File: config.mk
export PLATFORM = sky130hd
export DESIGN_NAME = xmodem_crc_frame_receiver_core
export DESIGN_NICKNAME = d
export VERILOG_FILES = /design/src/xmcrc_pkg.sv /design/src/xmcrc_in_stage.sv /design/src/xmcrc_frame_fsm.sv /design/src/xmodem_crc_frame_receiver_core.sv
export SDC_FILE = /design/constraint.sdc
export NUM_CORES = 1
export LEC_CHECK = 0
export BUFFER_PORTS_ARGS = -buffer_cell sky130_fd_sc_hd__buf_4
export CAP_MARGIN = 20
export CORE_MARGIN = 2
export CORE_UTILIZATION = 53
export DETAILED_ROUTE_END_ITERATION = 8
export HOLD_SLACK_MARGIN = 0.15
export PLACE_DENSITY = 0.76
export RECOVER_POWER = 25
export SETUP_SLACK_MARGIN = 0.05
export SYNTH_ARGS = -nofsm -noshare
export SYNTH_HDL_FRONTEND = slang
export SYNTH_HIERARCHICAL = 1
export SYNTH_SLANG_ARGS = --single-unit
export TNS_END_PERCENT = 10
File: constraint.sdc
create_clock -name i_clk -period 2.36 [get_ports i_clk]
set_input_delay 0.472 -clock i_clk [delete_from_list [all_inputs] [get_ports i_clk]]
set_output_delay 0.472 -clock i_clk [all_outputs]
set_load 0.005 [all_outputs]
File: src/xmcrc_pkg.sv
// Shared types, codes and the CRC-16 byte update for the XModem-CRC receiver.
`timescale 1ns / 1ps

package xmcrc_pkg;

    // Start and control bytes
    localparam logic [7:0] SOH = 8'h01;
    localparam logic [7:0] STX = 8'h02;
    localparam logic [7:0] EOT = 8'h04;

    // Receive phases
    localparam logic [2:0] PH_START = 3'd0;
    localparam logic [2:0] PH_NUM   = 3'd1;
    localparam logic [2:0] PH_INV   = 3'd2;
    localparam logic [2:0] PH_DATA  = 3'd3;
    localparam logic [2:0] PH_CRCH  = 3'd4;
    localparam logic [2:0] PH_CRCL  = 3'd5;

    // Frame status codes
    localparam logic [3:0] ST_OK        = 4'd0;
    localparam logic [3:0] ST_TO_START  = 4'd1;
    localparam logic [3:0] ST_TO_HEADER = 4'd2;
    localparam logic [3:0] ST_TO_DATA   = 4'd3;
    localparam logic [3:0] ST_TO_CRC    = 4'd4;
    localparam logic [3:0] ST_CANCEL    = 4'd5;
    localparam logic [3:0] ST_CRC_ERR   = 4'd6;
    localparam logic [3:0] ST_EOF       = 4'd7;
    localparam logic [3:0] ST_UNKNOWN   = 4'd8;

    localparam logic [10:0] LEN_SMALL = 11'd128;
    localparam logic [10:0] LEN_LARGE = 11'd1024;
    localparam logic [15:0] CRC_POLY  = 16'h1021;

    // One received word: a byte or a timeout event
    typedef struct packed {
        logic [7:0] rx_byte;
        logic       timed_out;
    } t_in_word;

    // One result word
    typedef struct packed {
        logic [7:0]  data_byte;
        logic        is_payload;
        logic        frame_done;
        logic [3:0]  status;
        logic [10:0] frame_length;
        logic        send_cancel;
    } t_result;

    // CRC-16 (poly 0x1021) update over one byte, MSB first
    function automatic logic [15:0] crc_byte(input logic [15:0] crc, input logic [7:0] b);
        logic [15:0] c;
        c = crc ^ {b, 8'h00};
        for (int i = 0; i < 8; i++) begin
            if (c[15]) begin
                c = {c[14:0], 1'b0} ^ CRC_POLY;
            end else begin
                c = {c[14:0], 1'b0};
            end
        end
        return c;
    endfunction

endpackage

File: src/xmcrc_in_stage.sv
// Input register stage: captures one received word per accepted handshake.
`timescale 1ns / 1ps

module xmcrc_in_stage (
    input  logic               i_clk,
    input  logic               i_rst_n,
    input  logic               i_valid,
    output logic               o_ready,
    input  xmcrc_pkg::t_in_word i_word,
    input  logic               i_take,
    output logic               o_valid,
    output xmcrc_pkg::t_in_word o_word
);
    import xmcrc_pkg::*;

    logic     r_valid;
    t_in_word r_word;
    logic     w_accept;

    // Accept when empty or when the held word moves on this cycle
    assign o_ready  = !r_valid || i_take;
    assign w_accept = i_valid && o_ready;

    // Track occupancy
    always_ff @(posedge i_clk) begin
        if (!i_rst_n) begin
            r_valid <= 1'b0;
        end else if (w_accept) begin
            r_valid <= 1'b1;
        end else if (i_take) begin
            r_valid <= 1'b0;
        end
    end

    // Hold the payload
    always_ff @(posedge i_clk) begin
        if (w_accept) begin
            r_word <= i_word;
        end
    end

    assign o_valid = r_valid;
    assign o_word  = r_word;

endmodule

File: src/xmcrc_frame_fsm.sv
// Frame state machine with CRC update and the result register.
`timescale 1ns / 1ps

module xmcrc_frame_fsm (
    input  logic                i_clk,
    input  logic                i_rst_n,
    input  logic                i_valid,
    input  xmcrc_pkg::t_in_word i_word,
    input  logic [7:0]          i_expected,
    output logic                o_take,
    input  logic                i_out_ready,
    output logic                o_out_valid,
    output xmcrc_pkg::t_result  o_result
);
    import xmcrc_pkg::*;

    logic [2:0]  r_phase,  n_phase;
    logic        r_large,  n_large;
    logic [10:0] r_count,  n_count;
    logic [7:0]  r_number, n_number;
    logic        r_bad,    n_bad;
    logic [15:0] r_crc,    n_crc;
    logic [7:0]  r_crc_hi, n_crc_hi;
    logic        r_out_valid;
    t_result     r_result;

    logic        w_has;
    t_result     w_res;
    logic [10:0] w_len;
    logic [10:0] w_count_inc;

    // Move a word on when the result slot is free or draining
    assign o_take = i_valid && (!r_out_valid || i_out_ready);

    assign w_len       = r_large ? LEN_LARGE : LEN_SMALL;
    assign w_count_inc = r_count + 11'd1;

    // Next state and result for the held word
    always_comb begin
        n_phase  = r_phase;
        n_large  = r_large;
        n_count  = r_count;
        n_number = r_number;
        n_bad    = r_bad;
        n_crc    = r_crc;
        n_crc_hi = r_crc_hi;
        w_has    = 1'b0;
        w_res    = '0;
        w_res.frame_done = 1'b1;
        case (r_phase)
            PH_NUM, PH_INV: begin
                if (i_word.timed_out) begin
                    w_has = 1'b1;
                    w_res.status = ST_TO_HEADER;
                    n_phase = PH_START;
                end else if (r_phase == PH_NUM) begin
                    n_number = i_word.rx_byte;
                    n_phase  = PH_INV;
                end else begin
                    n_bad   = (r_number != i_expected) || (r_number != ~i_word.rx_byte);
                    n_crc   = '0;
                    n_count = '0;
                    n_phase = PH_DATA;
                end
            end
            PH_DATA: begin
                w_has = 1'b1;
                if (i_word.timed_out) begin
                    w_res.status = ST_TO_DATA;
                    n_phase = PH_START;
                end else begin
                    n_crc   = crc_byte(r_crc, i_word.rx_byte);
                    n_count = w_count_inc;
                    if (w_count_inc >= w_len) begin
                        n_phase = PH_CRCH;
                    end
                    w_res.data_byte  = i_word.rx_byte;
                    w_res.is_payload = 1'b1;
                    w_res.frame_done = 1'b0;
                end
            end
            PH_CRCH: begin
                if (i_word.timed_out) begin
                    w_has = 1'b1;
                    w_res.status = ST_TO_CRC;
                    n_phase = PH_START;
                end else begin
                    n_crc_hi = i_word.rx_byte;
                    n_phase  = PH_CRCL;
                end
            end
            PH_CRCL: begin
                w_has   = 1'b1;
                n_phase = PH_START;
                if (i_word.timed_out) begin
                    w_res.status = ST_TO_CRC;
                end else if (r_bad) begin
                    w_res.status      = ST_CANCEL;
                    w_res.send_cancel = 1'b1;
                end else if ({r_crc_hi, i_word.rx_byte} != r_crc) begin
                    w_res.status = ST_CRC_ERR;
                end else begin
                    w_res.status       = ST_OK;
                    w_res.frame_length = w_len;
                end
            end
            default: begin
                // Waiting for a start byte; unused codes land here too
                n_phase = PH_START;
                if (i_word.timed_out) begin
                    w_has = 1'b1;
                    w_res.status = ST_TO_START;
                end else if (i_word.rx_byte == SOH || i_word.rx_byte == STX) begin
                    n_large = (i_word.rx_byte == STX);
                    n_phase = PH_NUM;
                end else if (i_word.rx_byte == EOT) begin
                    w_has = 1'b1;
                    w_res.status = ST_EOF;
                end else begin
                    w_has = 1'b1;
                    w_res.status    = ST_UNKNOWN;
                    w_res.data_byte = i_word.rx_byte;
                end
            end
        endcase
    end

    // Advance frame state
    always_ff @(posedge i_clk) begin
        if (!i_rst_n) begin
            r_phase  <= PH_START;
            r_large  <= 1'b0;
            r_count  <= '0;
            r_number <= '0;
            r_bad    <= 1'b0;
            r_crc    <= '0;
            r_crc_hi <= '0;
        end else if (o_take) begin
            r_phase  <= n_phase;
            r_large  <= n_large;
            r_count  <= n_count;
            r_number <= n_number;
            r_bad    <= n_bad;
            r_crc    <= n_crc;
            r_crc_hi <= n_crc_hi;
        end
    end

    // Result register valid
    always_ff @(posedge i_clk) begin
        if (!i_rst_n) begin
            r_out_valid <= 1'b0;
        end else if (o_take) begin
            r_out_valid <= w_has;
        end else if (i_out_ready) begin
            r_out_valid <= 1'b0;
        end
    end

    // Result register payload
    always_ff @(posedge i_clk) begin
        if (o_take && w_has) begin
            r_result <= w_res;
        end
    end

    assign o_out_valid = r_out_valid;
    assign o_result    = r_result;

endmodule

File: src/xmodem_crc_frame_receiver_core.sv
// Top level of the XModem-CRC frame receiver.
`timescale 1ns / 1ps
// Usage:
//   Slave stream: one word per received event. tdata carries the byte,
//   tuser set means the awaited byte timed out (tdata is then ignored).
//   Master stream: one word per payload byte (tuser set) and one status
//   word at the end of each frame run (tlast set). tdata carries, from bit 0:
//   data byte, status, frame length, send-cancel request.
//   Config channel: writes the expected block number (reset value 1); write it
//   only while no frame is in progress and the pipeline is empty.
// Path: a word is registered in the input register, then in the result
//   register. Throughput: one word per cycle while m_axis_tready is held high,
//   set by the single-pass state update with an unrolled eight-bit CRC step.
// Reset: synchronous, active low; the receiver returns to waiting for a start
//   byte and both pipeline registers empty.
// Stall: when the master side holds tready low, the held result waits, one
//   more word is held in the input register, then s_axis_tready drops.

module xmodem_crc_frame_receiver_core (
    input  logic        i_clk,
    input  logic        i_rst_n,
    // Received words
    input  logic        s_axis_tvalid,
    output logic        s_axis_tready,
    input  logic [7:0]  s_axis_tdata,   // [7:0] rx_byte
    input  logic        s_axis_tuser,   // [0] timed_out
    // Results
    output logic        m_axis_tvalid,
    input  logic        m_axis_tready,
    output logic [23:0] m_axis_tdata,   // [7:0] data_byte, [11:8] status,
                                        // [22:12] frame_length, [23] send_cancel
    output logic        m_axis_tuser,   // [0] is_payload
    output logic        m_axis_tlast,   // frame_done
    // Expected block number
    input  logic        i_cfg_valid,
    output logic        o_cfg_ready,
    input  logic [7:0]  i_cfg_data
);
    import xmcrc_pkg::*;

    logic [7:0] r_expected_frame;
    t_in_word   w_in_word;
    t_in_word   w_held_word;
    logic       w_held_valid;
    logic       w_take;
    t_result    w_result;

    // Store the expected block number
    assign o_cfg_ready = 1'b1;
    always_ff @(posedge i_clk) begin
        if (!i_rst_n) begin
            r_expected_frame <= 8'd1;
        end else if (i_cfg_valid) begin
            r_expected_frame <= i_cfg_data;
        end
    end

    assign w_in_word.rx_byte   = s_axis_tdata;
    assign w_in_word.timed_out = s_axis_tuser;

    xmcrc_in_stage u_in_stage (
        .i_clk   (i_clk),
        .i_rst_n (i_rst_n),
        .i_valid (s_axis_tvalid),
        .o_ready (s_axis_tready),
        .i_word  (w_in_word),
        .i_take  (w_take),
        .o_valid (w_held_valid),
        .o_word  (w_held_word)
    );

    xmcrc_frame_fsm u_frame_fsm (
        .i_clk       (i_clk),
        .i_rst_n     (i_rst_n),
        .i_valid     (w_held_valid),
        .i_word      (w_held_word),
        .i_expected  (r_expected_frame),
        .o_take      (w_take),
        .i_out_ready (m_axis_tready),
        .o_out_valid (m_axis_tvalid),
        .o_result    (w_result)
    );

    // Pack the result word
    assign m_axis_tdata = {w_result.send_cancel, w_result.frame_length,
                           w_result.status, w_result.data_byte};
    assign m_axis_tuser = w_result.is_payload;
    assign m_axis_tlast = w_result.frame_done;

endmodule
==> flow_metrics.tcl <==
set metrics [dict create \
    slew_headroom_pct 61.3 \
    clock_path_buffers 2 \
    async_flop_share_pct 0 \
    synth_area_sq_um 4340 \
    grt_overflow_total 0 \
    slowest_stage "dfxtp_1" \
    synthTopCellsByArea "dfxtp_1 27%, edfxtp_1 18%, nor2b_1 6.9%, xnor2_1 6.3%, mux2i_1 5.8%" \
    start_kind "flip-flop" \
    fmax_ghz 0.449 \
    seqPwrFrac_pct 55.2 \
    synth_most_common_cell "dfxtp_1" \
    track_usage_pct 21.5 \
    grt_pass1_wl_um 15000 \
    fin_nets 504 \
    wl_met3_um 338 \
    yosys-top-cells-count "58 x dfxtp_1, 48 x nor2b_1, 31 x xnor2_1" \
    path_delay_family "compound AO/OA/AOI/OAI gates" \
    power_density_nw_per_um2 569 \
    yosys_most_used_dff "dfxtp_1" \
    peakVddDrop_mv 0.403 \
    final_util_pct 63.9 \
    cts-htree-levels 3 \
    synth.top_cell.area_share_pct 26.8 \
    period_minus_slack_ns 2.23 \
    synth-seq-cells 84 \
    wl_per_cell_um 15.5 \
    pwr-share-comb_pct 10.1 \
    clkPwrFrac_pct 34.6 \
    cts_inserted_buffers 9 \
    synth_edf_count 26 \
    n_fill_cell 614 \
    cpMostUsedCell "ha_1" \
    worstPathCellList "ha_1 -> and4_2 -> nand3_1 -> xnor2_1 -> ha_1 -> o311ai_0 -> o211ai_1 -> a32o_1" \
    drc_errors 0 \
    avgViaCountPerCell 5.62 \
    die_h_um 94.4 \
    start_util_pct 55.5 \
    drive_above_1_share_pct 18.2 \
    end_kind "flip-flop" \
    core.rowCount 32 \
    setup_viol 0 \
    gp_congestion 0.883 \
    io_buffer_count 40 \
    highest_layer "met4" \
    hold_buffers 0 \
    avgSynthCellArea_sq_um 10.0 \
    insertion_delay_ns 0.35 \
    instances_no_fill 586 \
    cp.buffers_inverters 0 \
    finalHoldViolations 0 \
    rsz0062_at_grt "true" \
    p_switching_mw 0.708 \
    cts_tree "yes" \
    drv_cap 0 \
    first_pass_iters 4 \
    dieArea_sq_um 8920 \
    cp_max_fo 5 \
    clockRootBuffer "clkbuf_8" \
    slew_viol_final 0 \
    placed_cells 570 \
    syn_inst 433 \
    clkSinkCount 84 \
    vias 3294 \
    grt_max_degree 60 \
    die_x_um 94.4 \
    power_mw 2.84 \
    path_clk_slew_ns 0.09 \
    grt_pass1_vias 3114 \
    critical_path_class "reg2reg" \
    drt_iter0_markers 189 \
    antenna_found_initial 0 \
    cpPeakStageDelay_ns 0.40 \
    ys_seq_area_share_pct 44.8 \
    outcome "completed" \
    syn2layout_area_growth_pct 15.1 \
    whs_ns 0.314 \
    setup_tns_ns 0 \
    hp-class "in2reg" \
    post-route-period-util_pct 94.4 \
    wl_met2_um 4120 \
    synth.yosys.warnings 6 \
    antenna_cells 0 \
    clock_skew_ns 0.0133 \
    p_int_mw 2.13 \
    switching_share_pct 25.0 \
    wirelength_um 9100 \
    synth.distinct_cells 57 \
    core_sq_um 7810 \
    ioPinCount 51 \
    tightest_slew_ns 0.578 \
    crit_required_ns 2.60 \
    p_leak_nw 1.99 \
    wl_met1_um 4470 \
    dp_hpwl_um 6360 \
    final_antenna_net_count 0 \
    yosysTopAreaCell "dfxtp_1" \
    crit_arrival_ns 2.47 \
]
[power by group through the flow]
stage | Sequential [mW] | Combinational (mW) | Clock (mW)
2_1_floorplan | 1.59 | 0.200 | 0
3_3_place_gp | 1.60 | 0.285 | 0
3_5_place_dp | 1.60 | 0.289 | 0
4_1_cts | 1.57 | 0.291 | 0.999
5_1_grt | 1.57 | 0.317 | 1.07
6_report | 1.57 | 0.288 | 0.983
[worst reg2reg max path: stages (launching register included)]
cell and delay [ns]:
dfxtp_1 0.40, ha_1 0.20, and4_2 0.28, nand3_1 0.10, xnor2_1 0.23, ha_1 0.30, o311ai_0 0.11, o211ai_1 0.25
a32o_1 0.25
[area by class of cell]
type / instances / area [sq um] / share of cell area [%]
tap: 102 / 128 / 2.56
inverter: 6 / 22.5 / 0.451
clock inverter: 4 / 30.0 / 0.602
timing repair buffer: 65 / 493 / 9.88
sequential: 84 / 1940 / 38.9
multi-input combinational: 313 / 2220 / 44.4
clock buffer: 12 / 156 / 3.14
[layout by cell type (no fill, tap or decap), types with 7 or more instances in the layout]
cell type and n:
nor2_1 15, o21ai_0 16, clkbuf_4 18, buf_4 44, xor2_1 13, a21boi_0 8
nand4_1 7, xnor2_1 31, nor3_1 8, nor3b_1 10, nand2_1 14, nor2b_1 48
dfxtp_1 58, mux2i_1 25, a22oi_1 16, a21oi_1 9, conb_1 10, edfxtp_1 26
clkbuf_8 9
[layer usage]
metal / vias to the layer above / track usage (%)
met5: - / 0
met4: 0 / 7.61
met3: 14 / 3.11
met2: 92 / 33.6
met1: 1575 / 30.7
li1: 1613 / -
[state kept, by name, summed over array words and instances (netlist names)]
name                     count
u_frame_fsm/o_result        17
u_frame_fsm/r_crc           16
u_frame_fsm/r_count         11
u_in_stage/o_word            9
r_expected_frame             8
u_frame_fsm/r_crc_hi         8
u_frame_fsm/r_number         8
u_frame_fsm/r_phase          3
u_frame_fsm/o_out_valid      1
u_frame_fsm/r_bad            1
u_frame_fsm/r_large          1
u_in_stage/o_valid           1
[kinds of logic (layout without fill, tap and decap cells)]
family / Yosys count / in the layout / share of synthesized area [%]
muxes: 25 / 25 / 5.77
buffers and inverters: 44 / 87 / 5.11
and+or+nand+nor: 154 / 154 / 22.0
other: 2 / 10 / 0.173
DFF: 84 / 84 / 44.8
AOI/OAI and AO/OA: 77 / 77 / 12.4
adders and majority gates: 3 / 3 / 0.866
xor gates and xnor gates: 44 / 44 / 8.89
[path summary, 6_finish.rpt]
| check | cells after the start | end | startpoint | slack (ns) |
|---|---|---|---|---|
| setup / recovery | 8 | u_frame_fsm/r_phase[2] | u_frame_fsm/r_count[0] | 0.13 |
| hold / removal | 1 | u_in_stage/o_word[3] | s_axis_tdata[2] | 0.31 |
| setup reg to reg | 8 | u_frame_fsm/r_phase[2] | u_frame_fsm/r_count[0] | 0.13 |
| hold reg to reg | 2 | u_frame_fsm/r_crc[9] | u_frame_fsm/r_crc[9] | 0.52 |
[what timing repair did]
action,4_1_cts,5_1_grt
resized for setup,0,3
buffers inserted,0,0
setup endpoints to repair,0,10
[through the flow]
step,worst slack (ns),instance area (sq um)
2_1_floorplan,0.0736,4380
3_3_place_gp,0.175,4810
3_5_place_dp,0.119,4810
4_1_cts,0.116,4990
5_1_grt,0.00274,4990
6_report,0.132,4990
Note: power is estimated with default switching activity, not from simulation.
